**src/rtl/door_strike_relock_timer_macros.svh**
```systemverilog
// ---------------------------------------------------------------------------
// Assertion macros for the door strike relock timer
// Shared concurrent assertion forms used by the RTL.
// ---------------------------------------------------------------------------
`ifndef DOOR_STRIKE_RELOCK_TIMER_MACROS_SVH
`define DOOR_STRIKE_RELOCK_TIMER_MACROS_SVH

// The consequent must hold in the same cycle as the antecedent.
`define DSRT_ASSERT_SAME(label, clk, rst_n, ante, cons) \
  label: assert property (@(posedge clk) disable iff (!rst_n) (ante) |-> (cons)) \
    else $error("same-cycle assertion failed");

// The consequent must hold in the cycle after the antecedent.
`define DSRT_ASSERT_NEXT(label, clk, rst_n, ante, cons) \
  label: assert property (@(posedge clk) disable iff (!rst_n) (ante) |=> (cons)) \
    else $error("next-cycle assertion failed");

`endif

```
**src/rtl/dsrt_pkg.sv**
```systemverilog
// ---------------------------------------------------------------------------
// Door strike relock timer package
// Types, codes and constants shared by the relock timer files.
// ---------------------------------------------------------------------------
`default_nettype none

package dsrt_pkg;

  typedef enum logic [1:0] {
    OP_TICK         = 2'd0,
    OP_UNLOCK       = 2'd1,
    OP_LOCK_NOW     = 2'd2,
    OP_LOCK_DELAYED = 2'd3
  } op_t;

  typedef enum logic [1:0] {
    LS_LOCKED   = 2'd0,
    LS_UNLOCKED = 2'd1,
    LS_UNKNOWN  = 2'd2
  } lock_state_t;

  typedef enum logic [1:0] {
    DS_CLOSED  = 2'd0,
    DS_OPEN    = 2'd1,
    DS_UNKNOWN = 2'd2
  } sense_t;

  typedef enum logic [2:0] {
    REG_STRIKE_PRESENT       = 3'd0,
    REG_STRIKE_ACTIVE_LEVEL  = 3'd1,
    REG_OPEN_SENSE_PRESENT   = 3'd2,
    REG_CLOSED_SENSE_PRESENT = 3'd3,
    REG_SENSE_ACTIVE_LEVEL   = 3'd4,
    REG_DEFAULT_UNLOCK_MS    = 3'd5,
    REG_RELOCK_DELAY_MS      = 3'd6,
    REG_MIN_OPEN_RELOCK_MS   = 3'd7
  } cfg_idx_t;

  localparam logic [31:0] MS_PER_SEC     = 32'd1000;
  localparam logic [31:0] CNT_MAX        = 32'hFFFF_FFFF;
  localparam logic [31:0] RST_DEFAULT_MS = 32'd10000;
  localparam logic [31:0] RST_RELOCK_MS  = 32'd0;
  localparam logic [31:0] RST_MIN_OPEN   = 32'd1000;

  typedef struct packed {
    logic        strike_present;
    logic        strike_active_level;
    logic        open_sense_present;
    logic        closed_sense_present;
    logic        sense_active_level;
    logic [31:0] default_unlock_ms;
    logic [31:0] relock_delay_ms;
    logic [31:0] min_open_relock_ms;
  } cfg_t;

  typedef struct packed {
    op_t         operation;
    logic        use_default_timeout;
    logic [15:0] timeout_secs;
    logic        open_sense_level;
    logic        closed_sense_level;
  } item_t;

  typedef struct packed {
    logic        accepted;
    logic        strike_drive;
    lock_state_t lock_state;
    sense_t      door_sense;
    logic [31:0] time_to_relock_ms;
    logic        relock_waiting;
  } res_t;

endpackage

`default_nettype wire

```
**src/rtl/dsrt_in_if.sv**
```systemverilog
// ---------------------------------------------------------------------------
// Relock timer input channel
// Valid/ready channel carrying one command transaction.
// ---------------------------------------------------------------------------
`default_nettype none

interface dsrt_in_if;
  logic            valid;
  logic            ready;
  dsrt_pkg::op_t   operation;
  logic            use_default_timeout;
  logic [15:0]     timeout_secs;
  logic            open_sense_level;
  logic            closed_sense_level;

  modport source (
    output valid, operation, use_default_timeout, timeout_secs,
           open_sense_level, closed_sense_level,
    input  ready
  );

  modport sink (
    input  valid, operation, use_default_timeout, timeout_secs,
           open_sense_level, closed_sense_level,
    output ready
  );
endinterface

`default_nettype wire

```
**src/rtl/dsrt_out_if.sv**
```systemverilog
// ---------------------------------------------------------------------------
// Relock timer result channel
// Valid/ready channel carrying one status transaction.
// ---------------------------------------------------------------------------
`default_nettype none

interface dsrt_out_if;
  logic                    valid;
  logic                    ready;
  logic                    accepted;
  logic                    strike_drive;
  dsrt_pkg::lock_state_t   lock_state;
  dsrt_pkg::sense_t        door_sense;
  logic [31:0]             time_to_relock_ms;
  logic                    relock_waiting;

  modport source (
    output valid, accepted, strike_drive, lock_state, door_sense,
           time_to_relock_ms, relock_waiting,
    input  ready
  );

  modport sink (
    input  valid, accepted, strike_drive, lock_state, door_sense,
           time_to_relock_ms, relock_waiting,
    output ready
  );
endinterface

`default_nettype wire

```
**src/rtl/dsrt_cfg_if.sv**
```systemverilog
// ---------------------------------------------------------------------------
// Relock timer configuration channel
// Valid/ready write channel carrying a register index and write data.
// ---------------------------------------------------------------------------
`default_nettype none

interface dsrt_cfg_if;
  logic                 valid;
  logic                 ready;
  dsrt_pkg::cfg_idx_t   index;
  logic [31:0]          data;

  modport source (
    output valid, index, data,
    input  ready
  );

  modport sink (
    input  valid, index, data,
    output ready
  );
endinterface

`default_nettype wire

```
**src/rtl/dsrt_cfg_regs.sv**
```systemverilog
// ---------------------------------------------------------------------------
// Relock timer configuration registers
// Holds the eight configuration registers written over the config channel.
// ---------------------------------------------------------------------------
`default_nettype none

module dsrt_cfg_regs (
  input  wire logic      clk,
  input  wire logic      rst_n,
  dsrt_cfg_if.sink       cfg_ch,
  output dsrt_pkg::cfg_t cfg
);

  dsrt_pkg::cfg_t cfg_r;
  dsrt_pkg::cfg_t cfg_nxt;

  assign cfg_ch.ready = 1'b1;
  assign cfg          = cfg_r;

  always_comb begin
    cfg_nxt = cfg_r;
    if (cfg_ch.valid) begin
      unique case (cfg_ch.index)
        dsrt_pkg::REG_STRIKE_PRESENT:       cfg_nxt.strike_present       = cfg_ch.data[0];
        dsrt_pkg::REG_STRIKE_ACTIVE_LEVEL:  cfg_nxt.strike_active_level  = cfg_ch.data[0];
        dsrt_pkg::REG_OPEN_SENSE_PRESENT:   cfg_nxt.open_sense_present   = cfg_ch.data[0];
        dsrt_pkg::REG_CLOSED_SENSE_PRESENT: cfg_nxt.closed_sense_present = cfg_ch.data[0];
        dsrt_pkg::REG_SENSE_ACTIVE_LEVEL:   cfg_nxt.sense_active_level   = cfg_ch.data[0];
        dsrt_pkg::REG_DEFAULT_UNLOCK_MS:    cfg_nxt.default_unlock_ms    = cfg_ch.data;
        dsrt_pkg::REG_RELOCK_DELAY_MS:      cfg_nxt.relock_delay_ms      = cfg_ch.data;
        dsrt_pkg::REG_MIN_OPEN_RELOCK_MS:   cfg_nxt.min_open_relock_ms   = cfg_ch.data;
        default: ;
      endcase
    end
  end

  always_ff @(posedge clk) begin
    if (!rst_n) begin
      cfg_r.strike_present       <= 1'b1;
      cfg_r.strike_active_level  <= 1'b1;
      cfg_r.open_sense_present   <= 1'b0;
      cfg_r.closed_sense_present <= 1'b0;
      cfg_r.sense_active_level   <= 1'b1;
      cfg_r.default_unlock_ms    <= dsrt_pkg::RST_DEFAULT_MS;
      cfg_r.relock_delay_ms      <= dsrt_pkg::RST_RELOCK_MS;
      cfg_r.min_open_relock_ms   <= dsrt_pkg::RST_MIN_OPEN;
    end else begin
      cfg_r <= cfg_nxt;
    end
  end

endmodule

`default_nettype wire

```
**src/rtl/dsrt_in_stage.sv**
```systemverilog
// ---------------------------------------------------------------------------
// Relock timer input register
// Captures one command transaction and holds it until the core takes it.
// ---------------------------------------------------------------------------
`default_nettype none

module dsrt_in_stage (
  input  wire logic       clk,
  input  wire logic       rst_n,
  dsrt_in_if.sink         in_ch,
  input  wire logic       take,
  output logic            item_vld,
  output dsrt_pkg::item_t item
);

  logic            vld_r;
  logic            vld_nxt;
  dsrt_pkg::item_t item_r;
  logic            load;

  assign in_ch.ready = !vld_r || take;
  assign load        = in_ch.valid && in_ch.ready;
  assign vld_nxt     = load || (vld_r && !take);
  assign item_vld    = vld_r;
  assign item        = item_r;

  always_ff @(posedge clk) begin
    if (!rst_n) begin
      vld_r <= 1'b0;
    end else begin
      vld_r <= vld_nxt;
    end
  end

  always_ff @(posedge clk) begin
    if (load) begin
      item_r.operation           <= in_ch.operation;
      item_r.use_default_timeout <= in_ch.use_default_timeout;
      item_r.timeout_secs        <= in_ch.timeout_secs;
      item_r.open_sense_level    <= in_ch.open_sense_level;
      item_r.closed_sense_level  <= in_ch.closed_sense_level;
    end
  end

endmodule

`default_nettype wire

```
**src/rtl/dsrt_core.sv**
```systemverilog
// ---------------------------------------------------------------------------
// Relock timer core
// Lock state, elapsed counters and the result register for each command.
// ---------------------------------------------------------------------------
`default_nettype none

module dsrt_core (
  input  wire logic       clk,
  input  wire logic       rst_n,
  input  wire dsrt_pkg::cfg_t  cfg,
  input  wire logic       item_vld,
  input  wire dsrt_pkg::item_t item,
  output logic            take,
  dsrt_out_if.source      out_ch
);

  logic            locked_r, locked_nxt;
  logic            pend_r, pend_nxt;
  logic [31:0]     dur_r, dur_nxt;
  logic [31:0]     su_r, su_nxt;
  logic [31:0]     sr_r, sr_nxt;
  logic            out_vld_r, out_vld_nxt;
  dsrt_pkg::res_t  res_r, res_nxt;

  logic            garage;
  logic            open_hit;
  logic            closed_hit;
  dsrt_pkg::sense_t sense;
  logic [31:0]     su_inc;
  logic [31:0]     sr_inc;
  logic [31:0]     secs_ms;
  logic            accepted;

  assign take        = item_vld && (!out_vld_r || out_ch.ready);
  assign out_vld_nxt = take || (out_vld_r && !out_ch.ready);

  assign garage     = cfg.closed_sense_present;
  assign open_hit   = item.open_sense_level == cfg.sense_active_level;
  assign closed_hit = garage && (item.closed_sense_level == cfg.sense_active_level);

  always_comb begin
    if (!cfg.open_sense_present) begin
      sense = dsrt_pkg::DS_UNKNOWN;
    end else if (open_hit) begin
      sense = dsrt_pkg::DS_OPEN;
    end else if (garage && !closed_hit) begin
      sense = dsrt_pkg::DS_UNKNOWN;
    end else begin
      sense = dsrt_pkg::DS_CLOSED;
    end
  end

  assign su_inc  = (su_r == dsrt_pkg::CNT_MAX) ? su_r : su_r + 32'd1;
  assign sr_inc  = (sr_r == dsrt_pkg::CNT_MAX) ? sr_r : sr_r + 32'd1;
  assign secs_ms = 32'(item.timeout_secs) * dsrt_pkg::MS_PER_SEC;

  always_comb begin
    locked_nxt = locked_r;
    pend_nxt   = pend_r;
    dur_nxt    = dur_r;
    su_nxt     = su_r;
    sr_nxt     = sr_r;
    accepted   = 1'b1;
    unique case (item.operation)
      dsrt_pkg::OP_TICK: begin
        su_nxt = su_inc;
        sr_nxt = sr_inc;
        if (!locked_r) begin
          if (garage) begin
            if (su_inc > dur_r) begin
              locked_nxt = 1'b1;
            end
          end else if (sense == dsrt_pkg::DS_OPEN && su_inc > cfg.min_open_relock_ms) begin
            locked_nxt = 1'b1;
          end else if (su_inc > dur_r) begin
            locked_nxt = 1'b1;
          end else if (pend_r && sr_inc > cfg.relock_delay_ms) begin
            locked_nxt = 1'b1;
            pend_nxt   = 1'b0;
          end
        end
      end
      dsrt_pkg::OP_UNLOCK: begin
        if (!cfg.strike_present) begin
          accepted = 1'b0;
        end else begin
          locked_nxt = 1'b0;
          pend_nxt   = 1'b0;
          dur_nxt    = item.use_default_timeout ? cfg.default_unlock_ms : secs_ms;
          su_nxt     = 32'd0;
        end
      end
      dsrt_pkg::OP_LOCK_NOW: begin
        locked_nxt = 1'b1;
      end
      dsrt_pkg::OP_LOCK_DELAYED: begin
        pend_nxt = 1'b1;
        sr_nxt   = 32'd0;
      end
      default: ;
    endcase
  end

  always_comb begin
    res_nxt.accepted     = accepted;
    res_nxt.strike_drive = locked_nxt ? !cfg.strike_active_level : cfg.strike_active_level;
    if (garage) begin
      unique case (sense)
        dsrt_pkg::DS_OPEN:   res_nxt.lock_state = dsrt_pkg::LS_UNLOCKED;
        dsrt_pkg::DS_CLOSED: res_nxt.lock_state = dsrt_pkg::LS_LOCKED;
        default:             res_nxt.lock_state = dsrt_pkg::LS_UNKNOWN;
      endcase
    end else begin
      res_nxt.lock_state = locked_nxt ? dsrt_pkg::LS_LOCKED : dsrt_pkg::LS_UNLOCKED;
    end
    res_nxt.door_sense        = sense;
    res_nxt.time_to_relock_ms = (su_nxt >= dur_nxt) ? 32'd0 : dur_nxt - su_nxt;
    res_nxt.relock_waiting    = pend_nxt;
  end

  always_ff @(posedge clk) begin
    if (!rst_n) begin
      locked_r  <= 1'b1;
      pend_r    <= 1'b0;
      dur_r     <= 32'd0;
      su_r      <= 32'd0;
      sr_r      <= 32'd0;
      out_vld_r <= 1'b0;
    end else begin
      out_vld_r <= out_vld_nxt;
      if (take) begin
        locked_r <= locked_nxt;
        pend_r   <= pend_nxt;
        dur_r    <= dur_nxt;
        su_r     <= su_nxt;
        sr_r     <= sr_nxt;
      end
    end
  end

  always_ff @(posedge clk) begin
    if (take) begin
      res_r <= res_nxt;
    end
  end

  assign out_ch.valid             = out_vld_r;
  assign out_ch.accepted          = res_r.accepted;
  assign out_ch.strike_drive      = res_r.strike_drive;
  assign out_ch.lock_state        = res_r.lock_state;
  assign out_ch.door_sense        = res_r.door_sense;
  assign out_ch.time_to_relock_ms = res_r.time_to_relock_ms;
  assign out_ch.relock_waiting    = res_r.relock_waiting;

endmodule

`default_nettype wire

```
**src/rtl/door_strike_relock_timer.sv**
```systemverilog
// ---------------------------------------------------------------------------
// Door strike relock timer
// Each command transaction on in_ch is a one-millisecond tick, an unlock,
// an immediate lock or a delayed lock request, together with the raw open
// and closed sensor levels. Each command yields exactly one status
// transaction on out_ch with the strike drive, lock and door states, the
// time left before relock and the pending-relock flag.
// Configuration registers are written over cfg_ch, which is always ready;
// they should only be written while no command is in flight.
// A command is registered in the input register on entry, and its status
// is registered in the result register when the core takes the command.
// One command is taken every cycle while out_ch is ready; the state update
// of the core is combinational.
// When out_ch stalls, the status register holds and the input register can
// still take one more command before in_ch.ready drops.
// Reset returns the configuration and state registers to their defaults,
// the door to locked, both elapsed counters to zero, and empties the pipeline.
// ---------------------------------------------------------------------------
`default_nettype none

`include "door_strike_relock_timer_macros.svh"

module door_strike_relock_timer (
  input  wire logic clk,
  input  wire logic rst_n,
  dsrt_in_if.sink   in_ch,
  dsrt_out_if.source out_ch,
  dsrt_cfg_if.sink  cfg_ch
);

  dsrt_pkg::cfg_t  cfg;
  dsrt_pkg::item_t item;
  logic            item_vld;
  logic            take;

  dsrt_cfg_regs u_cfg (
    .clk    (clk),
    .rst_n  (rst_n),
    .cfg_ch (cfg_ch),
    .cfg    (cfg)
  );

  dsrt_in_stage u_in (
    .clk      (clk),
    .rst_n    (rst_n),
    .in_ch    (in_ch),
    .take     (take),
    .item_vld (item_vld),
    .item     (item)
  );

  dsrt_core u_core (
    .clk      (clk),
    .rst_n    (rst_n),
    .cfg      (cfg),
    .item_vld (item_vld),
    .item     (item),
    .take     (take),
    .out_ch   (out_ch)
  );

  `DSRT_ASSERT_NEXT(a_in_captured, clk, rst_n, in_ch.valid && in_ch.ready, item_vld)
  `DSRT_ASSERT_NEXT(a_item_to_out, clk, rst_n, item_vld && !out_ch.valid, out_ch.valid)
  `DSRT_ASSERT_SAME(a_unknown_lock, clk, rst_n, out_ch.valid && out_ch.lock_state == dsrt_pkg::LS_UNKNOWN, out_ch.door_sense == dsrt_pkg::DS_UNKNOWN)

endmodule

`default_nettype wire
```
**src/flat_wrapper.sv**
```systemverilog
// flat-port wrapper written by rule: the top's interface ports become plain ports
module door_strike_relock_timer_flat 
  (clk, rst_n, in_ch_valid, in_ch_operation, in_ch_use_default_timeout, in_ch_timeout_secs, in_ch_open_sense_level, in_ch_closed_sense_level, in_ch_ready, out_ch_valid, out_ch_accepted, out_ch_strike_drive, out_ch_lock_state, out_ch_door_sense, out_ch_time_to_relock_ms, out_ch_relock_waiting, out_ch_ready, cfg_ch_valid, cfg_ch_index, cfg_ch_data, cfg_ch_ready);
  dsrt_in_if in_ch_i ();
  dsrt_out_if out_ch_i ();
  dsrt_cfg_if cfg_ch_i ();
  input  wire logic clk;
  input  wire logic rst_n;
  input wire logic [$bits(in_ch_i.valid)-1:0] in_ch_valid;
  input wire logic [$bits(in_ch_i.operation)-1:0] in_ch_operation;
  input wire logic [$bits(in_ch_i.use_default_timeout)-1:0] in_ch_use_default_timeout;
  input wire logic [$bits(in_ch_i.timeout_secs)-1:0] in_ch_timeout_secs;
  input wire logic [$bits(in_ch_i.open_sense_level)-1:0] in_ch_open_sense_level;
  input wire logic [$bits(in_ch_i.closed_sense_level)-1:0] in_ch_closed_sense_level;
  output wire logic [$bits(in_ch_i.ready)-1:0] in_ch_ready;
  output wire logic [$bits(out_ch_i.valid)-1:0] out_ch_valid;
  output wire logic [$bits(out_ch_i.accepted)-1:0] out_ch_accepted;
  output wire logic [$bits(out_ch_i.strike_drive)-1:0] out_ch_strike_drive;
  output wire logic [$bits(out_ch_i.lock_state)-1:0] out_ch_lock_state;
  output wire logic [$bits(out_ch_i.door_sense)-1:0] out_ch_door_sense;
  output wire logic [$bits(out_ch_i.time_to_relock_ms)-1:0] out_ch_time_to_relock_ms;
  output wire logic [$bits(out_ch_i.relock_waiting)-1:0] out_ch_relock_waiting;
  input wire logic [$bits(out_ch_i.ready)-1:0] out_ch_ready;
  input wire logic [$bits(cfg_ch_i.valid)-1:0] cfg_ch_valid;
  input wire logic [$bits(cfg_ch_i.index)-1:0] cfg_ch_index;
  input wire logic [$bits(cfg_ch_i.data)-1:0] cfg_ch_data;
  output wire logic [$bits(cfg_ch_i.ready)-1:0] cfg_ch_ready;
  assign in_ch_i.valid = in_ch_valid;
  assign in_ch_i.operation = in_ch_operation;
  assign in_ch_i.use_default_timeout = in_ch_use_default_timeout;
  assign in_ch_i.timeout_secs = in_ch_timeout_secs;
  assign in_ch_i.open_sense_level = in_ch_open_sense_level;
  assign in_ch_i.closed_sense_level = in_ch_closed_sense_level;
  assign in_ch_ready = in_ch_i.ready;
  assign out_ch_valid = out_ch_i.valid;
  assign out_ch_accepted = out_ch_i.accepted;
  assign out_ch_strike_drive = out_ch_i.strike_drive;
  assign out_ch_lock_state = out_ch_i.lock_state;
  assign out_ch_door_sense = out_ch_i.door_sense;
  assign out_ch_time_to_relock_ms = out_ch_i.time_to_relock_ms;
  assign out_ch_relock_waiting = out_ch_i.relock_waiting;
  assign out_ch_i.ready = out_ch_ready;
  assign cfg_ch_i.valid = cfg_ch_valid;
  assign cfg_ch_i.index = cfg_ch_index;
  assign cfg_ch_i.data = cfg_ch_data;
  assign cfg_ch_ready = cfg_ch_i.ready;
  door_strike_relock_timer u_core (.clk(clk), .rst_n(rst_n), .in_ch(in_ch_i), .out_ch(out_ch_i), .cfg_ch(cfg_ch_i));
endmodule
```
**config.mk**
```make
export PLATFORM = sky130hd
export DESIGN_NAME = door_strike_relock_timer_flat
export DESIGN_NICKNAME = d
export VERILOG_FILES = /design/src/rtl/dsrt_pkg.sv /design/src/rtl/dsrt_in_if.sv /design/src/rtl/dsrt_out_if.sv /design/src/rtl/dsrt_cfg_if.sv /design/src/rtl/dsrt_cfg_regs.sv /design/src/rtl/dsrt_in_stage.sv /design/src/rtl/dsrt_core.sv /design/src/rtl/door_strike_relock_timer.sv /design/src/flat_wrapper.sv
export VERILOG_INCLUDE_DIRS = /design/src /design/src/rtl
export SDC_FILE = /design/constraint.sdc
export NUM_CORES = 1
export LEC_CHECK = 0
export BUFFER_PORTS_ARGS = -buffer_cell sky130_fd_sc_hd__buf_2
export CAP_MARGIN = 10
export CORE_MARGIN = 2
export CORE_UTILIZATION = 32
export DETAILED_ROUTE_END_ITERATION = 16
export PLACE_DENSITY = 0.45
export SYNTH_ARGS = -nofsm -noshare
export SYNTH_HDL_FRONTEND = slang
export SYNTH_SLANG_ARGS = --single-unit
```
**constraint.sdc**
```tcl
create_clock -name clk -period 8.2 [get_ports clk]
set_clock_uncertainty 0.15 [all_clocks]
set_input_delay 1.64 -clock clk [delete_from_list [all_inputs] [get_ports clk]]
set_output_delay 1.64 -clock clk [all_outputs]
set_load 0.005 [all_outputs]
```
==> run_results.csv <==
group,metric,value,unit
power,p_leak,0.00864,µW
synth,yosys.area.top_type,"dfxtp_1",
timing,slew_headroom,24.6,%
cts,cts.sinks,261,
synth,synth_edf_count,60,
finish,multi_input_area,11800,µm²
placed_design,post-place-ws,0.479,ns
floorplan,start_util,32.5,%
floorplan,num_io_pins,103,
worst_hold_path,hold_path_class,"flop to flop",
synth,yosysWarningCount,0,
synth,synth_nets,2606,
cts,insertion_delay,0.55,ns
placed_design,gp_congestion,0.863,
detailed_routing,drc,0,
finish,final_util,36.4,%
synth,async_flop_share,0,%
detailed_routing,vias,16200,
synth,synthTopCellsByArea,"dfxtp_1, ha_1, edfxtp_1",
detailed_routing,wl_per_cell,18.5,µm
detailed_routing,first_pass_iters,4,
run_status,status,"finished, final reports clean",
placed_design,hpwl,43800,µm
floorplan,dieArea,60700,µm²
synth,synth_top_area_share,21.4,%
global_routing,grt_usage,19.4,%
detailed_routing,via_per_inst,5.14,
floorplan,fp.coreArea,57900,µm²
timing,finalHoldViolCount,0,
cts,cts-buffers-inserted,36,
synth,postSynthCellCount,2304,
timing,finalCriticalPeriod,7.65,ns
timing,tns,0,ns
timing,period_share,93.3,%
worst_hold_path,hold_path_depth,2,
timing,max_freq,131,MHz
critical_path,start_kind,"flop",
cts,cts.root.buffer_cell,"clkbuf_16",
cts,htreeDepth,2,
floorplan,die_h,246,µm
detailed_routing,postRouteAntennaNets,0,
finish,regArea,5830,µm²
floorplan,die_w,246,µm
flow_run,maxCapViolCount,0,
power,power.density,239,nW/µm²
synth,syn_area,18800,µm²
global_routing,antenna_found_initial,0,
power,peakVddDrop,0.000144,V
global_routing,grt.overflow.total,0,
synth,netlist-cell-type-count,93,
timing,finalSetupViolCount,0,
timing,fin_ws,0.547,ns
timing,rsz0062_at_grt,"false",
finish,drive_gt1_share,8.92,%
critical_path,crit_required,8.33,ns
critical_path,end_kind,"flop",
finish,nets,2655,
detailed_routing,routed_wl,58100,µm
finish,fillers,6174,
cts,tritoncts,"built",
finish,antennaDiodeCount,0,
synth,synth.avg_cell_area,8.16,µm²
cts,path_clk_slew,0.05,ns
floorplan,num_rows,88,
global_routing,grt_pass1_wl,91600,µm
synth,yosysMostFrequentCell,"nand2_1",
cts,hold_buffers,0,
synth,synth_seq_cells,261,
timing,maxSlewViolCount,0,
synth,ys_seq_area_share,31.0,%
critical_path,rr_worst_depth,25,
global_routing,grt_pass1_vias,16000,
synth,synth_ff_type,"dfxtp_1",
finish,area_growth,12.3,%
timing,tightest_slew,1.13,ns
cts,ctsLongestPathBuffers,3,
critical_path,cp_max_fo,32,
global_routing,grt_max_degree,69,
placed_design,io_buffers,101,
detailed_routing,drt-initial-drc-count,871,
synth,netlist_top_cells_count,"nand2_1, a21oi_1, inv_1",
critical_path,crit_type,"flop to flop",
critical_path,arrival,7.78,ns
stage by stage:
step	cell area (µm²)	hold slack (ns)	power [µW]	std cells
after global routing	21100	0.316	5410	3143
after CTS	21100	0.300	5100	3143
final	21100	0.301	5050	3143
after global placement	20000	0.290	3530	3080
after detailed placement	20000	0.293	3550	3080
after floorplan	18800	0.282	2930	2304
registers in the layout (all words and copies together) (netlist names):
register,count
u_core.u_core.sr_r,32
u_core.u_core.dur_r,32
u_core.u_core.out_ch.lock_state,2
u_core.u_core.locked_r,1
u_core.u_core.out_ch.door_sense,2
u_core.u_core.out_ch.valid,1
u_core.u_in.item_vld,1
u_core.u_cfg.cfg,101
u_core.u_core.out_ch.time_to_relock_ms,32
u_core.u_core.out_ch.accepted,1
u_core.u_core.su_r,32
u_core.u_core.out_ch.relock_waiting,1
u_core.u_core.out_ch.strike_drive,1
u_core.u_core.pend_r,1
u_core.u_in.item,21
final timing paths:
kind	startpoint	endpoint	slack, ns
setup reg to reg	u_core.u_in.item[9]	u_core.u_core.out_ch.time_to_relock_ms[6]	0.55
hold / removal	u_core.u_cfg.cfg[64]	u_core.u_cfg.cfg[64]	0.30
setup / recovery	u_core.u_in.item[9]	u_core.u_core.out_ch.time_to_relock_ms[6]	0.55
hold reg to reg	u_core.u_cfg.cfg[64]	u_core.u_cfg.cfg[64]	0.30
metal layers:
layer	part of all wire [%]	GRT usage [%]	wire length (µm)
met5	0	0	0
met4	3.1	6.64	1780
met3	4.1	2.56	2390
met2	44	30.6	25600
met1	49	27.1	28300
area by class of cell:
| cell class | instances | share of cell area, % |
|---|---|---|
| repair buffers | 122 | 3.14 |
| multi-input cells | 1723 | 55.8 |
| well taps | 765 | 4.53 |
| inverters | 209 | 3.73 |
| flip-flops and latches | 261 | 27.6 |
| clock inverters | 10 | 0.403 |
| clock buffers | 53 | 4.82 |
power by group:
| group | internal [µW] | total (µW) | switching [µW] |
|---|---|---|---|
| combinational | 803 | 2080 | 1280 |
| clock | 891 | 1520 | 626 |
| sequential | 1420 | 1450 | 31.6 |
| total | 3110 | 5050 | 1930 |
what timing repair did:
| item | CTS | global route |
|---|---|---|
| setup buffers | 0 | 0 |
| gates resized for setup | 0 | 3 |
| setup endpoints to repair | 0 | 32 |
worst max-delay path: stages, from the launching register on:
cell and delay (ns):
edfxtp_1 0.42, inv_1 0.27, fa_1 0.49, fa_1 0.54, fa_1 0.44, fa_1 0.51
inv_1 0.04, ha_1 0.40, nand4_1 0.14, a211oi_1 0.27, a221oi_2 0.12, o311ai_1 0.53
o21bai_1 0.21, xnor2_2 0.31, nor2_1 0.10, o31ai_1 0.40, ha_1 0.40, and3_1 0.24
o21ai_0 0.15, nand2b_1 0.11, a21o_1 0.19, a211oi_1 0.23, o21bai_1 0.12, a22oi_2 0.15
buf_4 0.32, nor2_1 0.10
cells in the final DEF, fill, tap and decap left out, drive strengths merged, types with 57 or more instances in the layout:
| master | n |
|---|---|
| xnor2 | 57 |
| edfxtp | 60 |
| o21ai | 111 |
| ha | 186 |
| buf | 122 |
| dfxtp | 201 |
| a21oi | 242 |
| nand2 | 355 |
| inv | 209 |
| nor2 | 159 |
cells by family after synthesis:
kind of cell	Yosys count	share of synthesized area [%]
multiplexers	24	1.32
adder cells (fa/ha/maj)	241	18.2
AO/OA/AOI/OAI	570	18.5
AND/OR/NAND/NOR	795	20.0
other	1	0.0199
buffers and inverters	320	6.59
flip-flops	261	31.0
XOR/XNOR	92	4.29
No activity file was read; power rests on OpenSTA's default activity.
